<file path="config.mk">
export PLATFORM = sky130hd
export DESIGN_NAME = mspq_cell
export DESIGN_NICKNAME = d
export VERILOG_FILES = /design/src/design/mspq_pkg.sv /design/src/design/mspq_cell.sv
export SDC_FILE = /design/constraint.sdc
export NUM_CORES = 1
export LEC_CHECK = 0
export BUFFER_PORTS_ARGS = -buffer_cell sky130_fd_sc_hd__buf_2
export CAP_MARGIN = 10
export CELL_PAD_IN_SITES_DETAIL_PLACEMENT = 1
export CELL_PAD_IN_SITES_GLOBAL_PLACEMENT = 1
export CORE_ASPECT_RATIO = 1.1
export CORE_MARGIN = 2
export CORE_UTILIZATION = 53
export CTS_CLUSTER_DIAMETER = 80
export DETAILED_ROUTE_END_ITERATION = 10
export HOLD_SLACK_MARGIN = 0.03
export PLACE_DENSITY = 0.93
export REMOVE_ABC_BUFFERS = 1
export SLEW_MARGIN = 15
export SYNTH_ARGS = -nofsm -noshare
export SYNTH_HDL_FRONTEND = slang
export SYNTH_SLANG_ARGS = --single-unit
</file>
<file path="constraint.sdc">
create_clock -name clock -period 9.8 [get_ports clock]
set_clock_uncertainty 0.1 [all_clocks]
set_input_delay 1.96 -clock clock [delete_from_list [all_inputs] [get_ports clock]]
set_output_delay 1.96 -clock clock [all_outputs]
set_load 0.05 [all_outputs]
</file>
<file path="src/design/mspq_pkg.sv">
// Package for the multilevel sorted priority queue.
// Holds shared types, status and command codes and parameter defaults.
// No dependencies.
package mspq_pkg;

   localparam int LEVELS_DEF = 8;
   localparam int DEPTH_DEF  = 16;

   localparam logic CMD_INSERT = 1'b0;
   localparam logic CMD_SERVE  = 1'b1;

   localparam logic [1:0] ST_INSERTED = 2'd0;
   localparam logic [1:0] ST_SERVED   = 2'd1;
   localparam logic [1:0] ST_FULL     = 2'd2;
   localparam logic [1:0] ST_EMPTY    = 2'd3;

   typedef struct packed {
      logic [31:0] key;
      logic [15:0] id;
   } entry_type;

   typedef struct packed {
      logic        write;
      logic        serve;
      logic [31:0] key;
      logic [15:0] id;
   } cell_ctl_type;

endpackage

</file>
<file path="src/design/mspq_cell.sv">
// One slot position of the queue chain, holding that slot for every level.
// Depends on mspq_pkg.
module mspq_cell #(
   parameter int LEVELS = mspq_pkg::LEVELS_DEF
) (
   input  logic                        clock,
   input  logic [$clog2(LEVELS)-1:0]   lvl_idx,
   input  mspq_pkg::cell_ctl_type      ctl,
   input  logic                        occupied,
   input  logic                        prev_le,
   input  mspq_pkg::entry_type         prev_entry,
   input  mspq_pkg::entry_type         next_entry,
   output mspq_pkg::entry_type         entry,
   output logic                        le
);
   import mspq_pkg::*;

   entry_type store_ff [LEVELS];
   entry_type entry_in;

   assign entry = store_ff[lvl_idx];
   assign le    = occupied && ($signed(entry.key) <= $signed(ctl.key));

   // An insert keeps entries at or below the new key, drops the new item into
   // the first slot past them and moves everything later up by one.
   always_comb begin
      if (ctl.serve) begin
         entry_in = next_entry;
      end else if (le) begin
         entry_in = entry;
      end else if (prev_le) begin
         entry_in = '{key: ctl.key, id: ctl.id};
      end else begin
         entry_in = prev_entry;
      end
   end

   always_ff @(posedge clock) begin
      if (ctl.write) begin
         store_ff[lvl_idx] <= entry_in;
      end
   end

endmodule

</file>
# Yosys cells after proc, flatten, opt, wreduce, memory -nomap -nowiden
# Memory sizes are Yosys's and may differ from the RTL's.
# Cells that the tools add are included.
[classes]
reduce_logical = 1
muxes = 5
order_cmp = 1
[ops]
columns = ["operator", "count"]
rows = [
  ["$mux 48", 3],
  ["$le 32x32->1", 1],
  ["$mux 1", 2],
  ["$logic_and 1x1->1", 1],
]
[totals]
regBits = 0
ramBits = 384
wordCells = 8
inputBits = 152
mem_count = 1
[mem_list]
columns = ["name", "depth", "word_bits", "rd", "rd_clocked_by_memory_dff", "write_ports", "line", "source"]
rows = [
  ["store_ff", 8, 48, 1, 0, 1, "mspq_cell.sv:18", "entry_type store_ff [LEVELS];"],
]

# Depth between registers and ports, before layout
# Gate-level depths: netlist of the first run.
# An unclocked memory read counts as a cell.
[depth]
depth_word = 5
depth_mapped = 18
ltp_nobuf = 13

# Worst setup path before layout of the first run
# No wires, ideal clock.
[synth_timing]
path_type = "input port to output port"
start = "input port lvl_idx[1]"
end = "output port le"
setup_slack_ns = 1.991
arrival_ns = 5.749
cell_stages = 15
required_ns = 7.740
path_cell_list = "buf_2 -> buf_2 -> buf_2 -> nand2_1 -> buf_2 -> o221ai_1 -> ha_1 -> a21oi_1 -> nand2_1 -> a221o_1 -> o31ai_2 -> a31oi_4 -> buf_6 -> buf_6 -> inv_1"
[synth_rtl]
columns = ["item", "line", "source"]
rows = [
  ["start: declaration", "mspq_cell.sv:7", "input logic [$clog2(LEVELS)-1:0] lvl_idx,"],
  ["end: declaration", "mspq_cell.sv:14", "output logic le"],
]

==> impl_metrics.py, run 1 <==
metrics = {
    "power_and_ir_drop": {
        "peakVddDrop_v": 0.000134,
        "clockPowerShare_pct": 38.7,
        "pwr-share-comb_pct": 13.2,
        "p_sw_uw": 1010,
        "p_int_uw": 2960,
        "p_per_area_mw_per_mm2": 198,
        "swShare_pct": 25.4,
        "p_seq_share_pct": 48.1,
        "leakage_uw": 0.00727,
    },
    "clock_tree": {
        "clock_latency_ns": 0.54,
        "cts.sinks": 384,
        "post-cts-setup-buffer-count": 0,
        "cts_tree": "yes",
        "htreeDepth": 2,
        "hold_buffers": 0,
        "cts-root-buf": "clkbuf_16",
        "clk_pin_slew_ns": 0.06,
        "cts_buffers": 38,
        "clk_path_buf_depth": 3,
        "post_cts_resized": 0,
    },
    "die": {
        "dieArea_mm2": 0.0341,
        "coreArea_mm2": 0.0322,
        "die_w_um": 176,
        "fp.dieH_um": 193,
        "pin_count": 201,
        "initial_core_util_pct": 53.7,
        "rows": 69,
    },
    "critical_path": {
        "critPathKind": "in2reg",
        "worst_ep_required_time_ns": 9.89,
        "cp.arrival_ns": 8.49,
        "critPathMaxFanout": 49,
        "r2r_slack_ns": 3.72,
        "startpoint_type": "input pin",
        "endpoint_kind": "flop",
    },
    "synth": {
        "ys_top_cells_by_area": "edfxtp_1, mux2i_1, mux2_2",
        "netlist_area_mm2": 0.0173,
        "synth_most_common_cell": "edfxtp_1",
        "synth_edf_count": 384,
        "syn_inst": 1174,
        "synthFlopType": "edfxtp_1",
        "synth_cell_types": 42,
        "yosysWarnings": 0,
        "synth_top_area_share_pct": 66.6,
        "ys_seq_elements": 384,
        "avgSynthCellArea_um2": 14.7,
        "async_reset_ff_share_pct": 0,
        "ys_seq_area_share_pct": 66.6,
        "synth_top_area_cell": "edfxtp_1",
        "synth_commonest_cells": "edfxtp_1, mux2i_1, a21oi_1",
    },
    "outcome": {
        "status": "completed",
    },
    "timing": {
        "drv_slew": 0,
        "setup_viol": 0,
        "fin_tns_setup_ns": 0,
        "final-hold-violation-count": 0,
        "worst_pin_slew_ns": 1.09,
        "fin_crit_ns": 8.40,
        "rsz0062_at_grt": "no",
        "fmax_ghz": 0.119,
        "relSlewSlack_pct": 27.3,
        "finalCritPeriodShare_pct": 85.7,
    },
    "place": {
        "gp_congestion": 0.825,
        "dp_hpwl_um": 31600,
        "io_buffer_count": 200,
    },
    "final_layout": {
        "drive_gt1_share_pct": 28.9,
        "synthToLayoutAreaGrowth_pct": 15.7,
        "fin_util_pct": 62.1,
        "reg_top3": "store_ff (384)",
        "finalNetCount": 1536,
        "largest-register": "store_ff",
        "largest_reg_flops": 384,
    },
    "global_route": {
        "antenna_found_initial": 1,
        "grt_usage_pct": 31.2,
        "grt_max_degree": 91,
        "first_global_vias": 12810,
        "grt_overflow": 0,
        "grt_pass1_wl_um": 79200,
    },
    "route": {
        "wl_um": 53200,
        "ant_nets": 0,
        "first_iter_violations": 1096,
        "first_pass_iters": 5,
        "drc": 0,
        "via_per_inst": 6.52,
        "vias": 11787,
        "avgRoutedWirePerCell_um": 29.5,
    },
    "run": {
        "cap_violations": 0,
    },
    "worst_hold_path": {
        "hp-class": "reg2reg",
    },
}
==> power by group through the flow <==
| stage | Sequential [µW] | Clock (µW) | Combinational, µW |
|---|---|---|---|
| floorplan | 1940 | 0 | 290 |
| global placement | 1940 | 0 | 478 |
| detailed placement | 1940 | 0 | 509 |
| CTS | 1910 | 1550 | 520 |
| global route | 1910 | 1600 | 556 |
| finish | 1910 | 1540 | 525 |
==> final timing paths <==
path,depth (start not counted),start,to
max reg2reg,12,store_ff[3][46]$_DFFE_PP_,store_ff[4][23]$_DFFE_PP_
min reg2reg,4,store_ff[6][7]$_DFFE_PP_,store_ff[2][7]$_DFFE_PP_
min,4,store_ff[6][7]$_DFFE_PP_,store_ff[2][7]$_DFFE_PP_
max,14,lvl_idx[1],store_ff[4][23]$_DFFE_PP_
==> cell families (layout without fill, tap and decap cells) <==
kind of cell	after synthesis	after routing	synth area share, %
DFF	384	384	66.6
buffers and inverters	120	326	3.02
other	0	1	0
AOI/OAI and AO/OA	313	313	12.7
adders and majority gates	32	32	2.31
and+or+nand+nor	148	148	4.40
muxes	177	177	10.9
==> cells in the final DEF, fill, tap and decap left out, types with 3 or more instances in the layout <==
| cell type | Yosys | routed |
|---|---|---|
| edfxtp_1 | 384 | 384 |
| buf_2 | 27 | 195 |
| mux2i_1 | 102 | 102 |
| a21oi_1 | 92 | 92 |
| mux2_2 | 73 | 73 |
| nand2_1 | 57 | 56 |
| nand2b_1 | 49 | 49 |
| clkbuf_16 | 0 | 41 |
| o31ai_1 | 39 | 39 |
| a22oi_1 | 36 | 36 |
| inv_1 | 34 | 34 |
| o221ai_1 | 33 | 33 |
| ha_1 | 32 | 32 |
| o21ai_0 | 31 | 31 |
| buf_4 | 0 | 28 |
| a21oi_2 | 20 | 20 |
| a221oi_1 | 12 | 12 |
| nor2_1 | 13 | 12 |
| o22ai_1 | 12 | 12 |
| o31ai_2 | 10 | 10 |
| a211o_1 | 8 | 8 |
| nand4_1 | 8 | 8 |
| clkinv_1 | 0 | 7 |
| clkinv_2 | 0 | 7 |
| a22o_1 | 6 | 6 |
| bufinv_16 | 0 | 6 |
| o211ai_1 | 5 | 5 |
| clkbuf_1 | 51 | 4 |
| a211oi_1 | 3 | 3 |
| a21o_1 | 3 | 3 |
| nand3_1 | 3 | 3 |
| and3_4 | 0 | 3 |
==> cell type report <==
class / instances / area (µm²)
fillers: 3002 / 12200
flip-flops and latches: 384 / 11500
multi-input cells: 670 / 5310
inverters: 34 / 128
clock inverters: 23 / 265
well taps: 426 / 533
clock buffers: 45 / 1040
diodes: 1 / 2.50
repair buffers: 224 / 1200
==> metrics by stage <==
| stage | setup WS, ns | hold WS (ns) | std cells | area, µm² | total power, µW |
|---|---|---|---|---|---|
| global route | 1.27 | 1.19 | 1807 | 20000 | 4060 |
| finish | 1.40 | 1.12 | 1807 | 20000 | 3970 |
| CTS | 1.53 | 1.12 | 1806 | 20000 | 3970 |
| floorplan | 1.04 | 1.26 | 1088 | 16900 | 2230 |
| global placement | 1.50 | 0.957 | 1738 | 18700 | 2410 |
| detailed placement | 1.10 | 1.09 | 1738 | 18700 | 2450 |
==> worst max-delay path, cell delays in order <==
cell and delay, ns:
buf_4 0.47, buf_4 0.57, and2_1 0.74, a21oi_1 0.18, o221ai_1 0.40, ha_1 0.23, nand4_1 0.15, nor4_1 0.66
o31ai_2 0.19, a31oi_4 0.25, buf_4 0.73, nor2b_4 1.02, buf_4 0.54, a21oi_1 0.32
==> per-layer routing <==
metal  vias to the layer above  wire length (µm)  share of wire, %  global-route usage [%]
li1                       4990                 -                 -                       -
met4                         0              2590               4.9                    15.7
met1                      5921             19800                37                    39.1
met2                       691             26900                50                    52.9
met5                         -                 0                 0                       0
met3                       185              3960               7.4                    4.78
No activity file was read; power rests on OpenSTA's default activity.
==> run 2, diff against run 1 <==
Settings changed: GPL_TIMING_DRIVEN set to 0.
==> run 2 against run 1 <==
Via count decreased by 2.9%. Final cell count grew 1.0%. Design area increased by 2.0%. Utilization up 1.2 points. Setup slack got worse by 0.67 ns. Wire length down 5.3%. Non-clock buffer count is 21 higher. Largest cell class unchanged. Global-route usage shrank 1.9 points. Power decreased by 2.9%.
==> impl_metrics.py, run 2 (same netlist as run 1, synthesis figures left out) <==
metrics = {
    "place": {
        "io_buffer_count": 200,
        "placed_cell_area_mm2": 0.0192,
        "dp_hpwl_um": 32200,
        "gp_congestion": 0.755,
    },
    "run": {
        "cap_violations": 0,
    },
    "final_layout": {
        "finalNetCount": 1558,
        "largest-register": "store_ff",
        "drive_gt1_share_pct": 29.7,
        "largest_reg_flops": 384,
        "register_area_mm2": 0.0115,
        "final_cell_mix": "edfxtp_1, buf_2, mux2i_1, a21oi_1, mux2_2",
        "reg_top3": "store_ff (384)",
        "final_area_mm2": 0.0204,
        "fill_cells": 3024,
        "synthToLayoutAreaGrowth_pct": 17.9,
        "final_common_cell": "edfxtp_1",
        "multi_input_area_mm2": 0.00531,
    },
    "critical_path": {
        "r2r_cells": 14,
        "cpLargestDelayFamily": "compound AO/OA/AOI/OAI gates",
        "cp_num_buf_inv": 6,
        "cp.arrival_ns": 7.01,
        "startpoint_type": "input pin",
        "crit_top_cell": "buf_16",
        "slowest_delay_ns": 0.82,
        "endpoint_kind": "output port",
        "cp.depth": 15,
        "worstPathCellList": "buf_6 > buf_16 > and2_1 > a22oi_1 > o22ai_1 > ha_1 > a21oi_1 > o21ai_0 > a221o_1 > o31ai_2 > a31oi_4 > buf_16 > buf_16 > inv_1 > buf_2",
        "critPathKind": "in2out",
        "worst_ep_required_time_ns": 7.74,
        "critPathMaxFanout": 69,
        "slowest_stage": "and2_1",
        "startpoint": "lvl_idx[2]",
        "r2r_start": "store_ff[1][27]$_DFFE_PP_",
    },
    "timing": {
        "finalCritPeriodShare_pct": 92.6,
        "rsz0062_at_grt": "no",
        "worst_hold_slack_ns": 1.10,
        "relSlewSlack_pct": 27.3,
        "setup_viol": 0,
        "fin_crit_ns": 9.07,
        "fmax_ghz": 0.110,
        "drv_slew": 0,
        "worst_pin_slew_ns": 1.08,
        "final-hold-violation-count": 0,
    },
    "worst_hold_path": {
        "worstHoldStart": "store_ff[6][13]$_DFFE_PP_",
        "hold_path_depth": 4,
        "hp-class": "reg2reg",
    },
    "die": {
        "die_w_um": 176,
        "pin_count": 201,
        "coreArea_mm2": 0.0322,
        "dieArea_mm2": 0.0341,
        "rows": 69,
        "fp.dieH_um": 193,
        "initial_core_util_pct": 53.7,
    },
    "route": {
        "via_per_inst": 6.27,
        "ant_nets": 0,
        "first_pass_iters": 5,
        "wl_um": 50400,
        "avgRoutedWirePerCell_um": 27.6,
        "drc": 0,
        "first_iter_violations": 962,
        "vias": 11440,
    },
    "global_route": {
        "grt_max_degree": 101,
        "antenna_found_initial": 1,
        "grt_overflow": 0,
        "grt_pass1_wl_um": 75300,
        "grt_usage_pct": 29.4,
        "first_global_vias": 12420,
    },
    "clock_tree": {
        "hold_buffers": 0,
        "cts.sinks": 384,
        "htreeDepth": 2,
        "cts_tree": "yes",
        "clk_pin_slew_ns": 0.06,
        "clock_latency_ns": 0.54,
        "clk_path_buf_depth": 3,
        "post-cts-setup-buffer-count": 0,
        "cts_buffers": 39,
        "post_cts_resized": 0,
        "cts-root-buf": "clkbuf_16",
    },
    "outcome": {
        "status": "completed",
    },
    "power_and_ir_drop": {
        "leakage_uw": 0.00744,
        "peakVddDrop_v": 0.000126,
        "p_per_area_mw_per_mm2": 189,
        "p_total_uw": 3860,
    },
}
==> run 2: cell count changes in the layout (fill, tap and decap cells not counted), moves of 2 or more <==
cell       change
clkbuf_1       +3
nor2_2         +2
nor2_1         -2
buf_12         +6
bufinv_16      -3
clkbuf_16      -2
buf_6         +14
buf_8          +4
buf_16        +11
buf_4         -14
==> run 2: cell type report <==
| class | count | share of cell area, % |
|---|---|---|
| sequential | 384 | 56.5 |
| tap | 426 | 2.61 |
| clock buffer | 46 | 4.91 |
| inverter | 34 | 0.626 |
| timing repair buffer | 245 | 8.49 |
| antenna | 1 | 0.0123 |
| multi-input combinational | 670 | 26.0 |
| clock inverter | 19 | 0.816 |
==> run 2: per-stage QoR <==
stage,util (%),instances,setup TNS (ns),setup WS (ns)
after floorplan,-,1088,0,1.04
after global placement,57.3,1714,-2173.81,-4.58
after detailed placement,59.7,1759,0,0.821
after CTS,63.3,1824,0,0.740
after global routing,63.4,1825,0,0.565
final,63.4,1825,0,0.726
==> run 2: where the power goes <==
part	total (µW)	internal, µW	switching [µW]	leakage (µW)
Clock	1420	806	610	0.000572
Sequential	1910	1890	12.2	0.00347
Combinational	534	167	367	0.00340
==> run 2: path summary, 6_finish.rpt <==
kind | end | slack (ns)
worst max-delay path | le | 0.73
worst min-delay path | store_ff[1][13]$_DFFE_PP_ | 1.10
worst max register to register | store_ff[6][5]$_DFFE_PP_ | 4.71
worst min register to register | store_ff[1][13]$_DFFE_PP_ | 1.10
==> run 2: per-layer routing <==
layer  vias up  GRT usage [%]  routed length [µm]
met1      5833           36.8               19800
met3       112           3.93                2810
li1       5025              -                   -
met5         -              0                   0
met4         0           11.7                1660
met2       470           51.5               26200
==> run 2: tightest hold or removal path, stage by stage (launching register included) <==
cell and delay (ns):
edfxtp_1 0.36, mux2i_1 0.13, o221ai_1 0.16, o31ai_1 0.25, a21oi_1 0.11
==> run 3, diff against run 2 <==
Settings changed: CORE_UTILIZATION 53 to 50, CTS_CLUSTER_SIZE set to 40, PLACE_DENSITY 0.93 to 0.89.
==> run 3 against run 2 <==
Power fell by 15%. Sequential power barely moved. Final cell count fell by 1.8%. Fmax fell by 4.0%. Highest routed layer is now met5.
==> impl_metrics.py, run 3 (same netlist as run 1, synthesis figures left out) <==
metrics = {
    "die": {
        "rows": 71,
        "initial_core_util_pct": 50.7,
        "dieArea_mm2": 0.0361,
        "die_w_um": 181,
        "pin_count": 201,
        "fp.dieH_um": 199,
        "coreArea_mm2": 0.0341,
    },
    "clock_tree": {
        "hold_buffers": 0,
        "cts_tree": "yes",
        "cts-root-buf": "clkbuf_16",
        "cts.sinks": 384,
        "clk_path_buf_depth": 3,
        "cts_buffers": 15,
        "post-cts-setup-buffer-count": 0,
        "post_cts_resized": 0,
        "clock_latency_ns": 0.54,
        "htreeDepth": 1,
        "clk_pin_slew_ns": 0.14,
    },
    "route": {
        "ant_nets": 0,
        "wl_um": 47200,
        "via_per_inst": 6.21,
        "first_iter_violations": 871,
        "first_pass_iters": 5,
        "avgRoutedWirePerCell_um": 26.3,
        "drc": 0,
        "vias": 11132,
    },
    "final_layout": {
        "reg_top3": "store_ff (384)",
        "finalNetCount": 1532,
        "final_cell_mix": "edfxtp_1, buf_2, mux2i_1, a21oi_1, mux2_2",
        "num_antenna_cells": 0,
        "final_common_cell": "edfxtp_1",
        "synthToLayoutAreaGrowth_pct": 14.0,
        "drive_gt1_share_pct": 28.6,
        "largest-register": "store_ff",
        "final_area_mm2": 0.0197,
        "largest_reg_flops": 384,
    },
    "critical_path": {
        "startpoint": "lvl_idx[1]",
        "cp.arrival_ns": 7.39,
        "endpoint": "le",
        "r2r_start": "store_ff[3][46]$_DFFE_PP_",
        "critPathMaxFanout": 68,
        "worst_ep_required_time_ns": 7.74,
        "slowest_stage": "nor4_1",
        "crit_top_cell": "buf_16",
        "r2r_cells": 13,
        "endpoint_kind": "output port",
        "worstPathCellList": "buf_6 > buf_16 > nor2b_4 > buf_16 > a221oi_1 > o22ai_1 > ha_1 > nand4_1 > nor4_1 > o31ai_2 > a31oi_4 > buf_16 > buf_16 > inv_1 > buf_2",
        "r2r-end": "store_ff[5][5]$_DFFE_PP_",
        "r2r_slack_ns": 4.05,
        "startpoint_type": "input pin",
        "critPathKind": "in2out",
        "slowest_delay_ns": 0.91,
    },
    "power_and_ir_drop": {
        "peakVddDrop_v": 0.0000996,
        "p_per_area_mw_per_mm2": 166,
        "leakage_uw": 0.00710,
    },
    "timing": {
        "drv_slew": 0,
        "fmax_ghz": 0.106,
        "setup_viol": 0,
        "relSlewSlack_pct": 29.2,
        "fin_crit_ns": 9.45,
        "rsz0062_at_grt": "no",
        "final-hold-violation-count": 0,
        "finalCritPeriodShare_pct": 96.5,
        "worst_hold_slack_ns": 1.10,
        "worst_pin_slew_ns": 1.05,
    },
    "place": {
        "dp_hpwl_um": 31900,
        "io_buffer_count": 200,
        "gp_congestion": 0.731,
        "placed_cell_area_mm2": 0.0192,
    },
    "global_route": {
        "grt_max_degree": 102,
        "antenna_found_initial": 1,
        "first_global_vias": 11900,
        "grt_usage_pct": 26.1,
        "grt_overflow": 0,
        "grt_pass1_wl_um": 70800,
    },
    "worst_hold_path": {
        "hp-class": "reg2reg",
    },
    "outcome": {
        "status": "completed",
    },
    "run": {
        "cap_violations": 0,
    },
}
run 3: cell count changes in the layout (fill, tap and decap cells not counted), moves of 2 or more:
cell / change
buf_12: -2
buf_4: +2
buf_8: -2
bufinv_16: -2
clkbuf_1: -7
clkbuf_16: -24
clkinv_1: -8
clkinv_16: +2
clkinv_2: -6
inv_8: +3
run 3: critical path, delay by kind of cell:
kind / cells / cell delay, ns
buffers and inverters: 7 / 1.61
adders and majority gates: 1 / 0.23
AOI/OAI and AO/OA: 4 / 1.73
and+or+nand+nor: 3 / 1.76
run 3: per-layer routing:
metal	up-vias	routed length (µm)	global-route usage (%)
li1	4960	-	-
met1	5687	18600	32.8
met2	398	24700	47.8
met3	85	2520	2.59
met4	2	1320	8.43
met5	-	7	0
run 3: layout make-up:
type | count | area (µm²)
Clock inverter | 9 | 149
Timing Repair Buffer | 243 | 1690
Tap cell | 438 | 548
Multi-Input combinational cell | 670 | 5310
Sequential cell | 384 | 11500
Clock buffer | 15 | 375
Inverter | 34 | 128
Fill cell | 3305 | 14400
run 3: metrics by stage:
step	total power, µW	utilization, %	setup slack, ns	TNS, ns	std cells
after floorplan	2230	-	1.04	0	1088
after global routing	3380	57.8	0.171	0	1793
after CTS	3300	57.8	0.230	0	1793
after global placement	2410	54.1	-5.13	-2411.49	1726
after detailed placement	2470	56.3	0.249	0	1769
final	3280	57.8	0.346	0	1793
run 3: how the worst min path moves through the flow:
stage | start | to | slack, ns | depth (start not counted)
final | store_ff[7][2]$_DFFE_PP_ | store_ff[6][2]$_DFFE_PP_ | 1.10 | 4
after global routing | store_ff[0][14]$_DFFE_PP_ | store_ff[0][14]$_DFFE_PP_ | 1.19 | 4
after CTS | store_ff[7][2]$_DFFE_PP_ | store_ff[0][2]$_DFFE_PP_ | 1.11 | 4
after detailed placement | store_ff[0][14]$_DFFE_PP_ | store_ff[3][14]$_DFFE_PP_ | 1.10 | 4
after global placement | store_ff[0][9]$_DFFE_PP_ | store_ff[0][9]$_DFFE_PP_ | 1.03 | 4
after floorplan | store_ff[4][38]$_DFFE_PP_ | store_ff[0][38]$_DFFE_PP_ | 1.26 | 5
run 3: report_power, final:
part / internal (µW) / total [µW] / switching, µW
Sequential: 1890 / 1900 / 11.4
Clock: 335 / 853 / 518
Combinational: 166 / 527 / 361
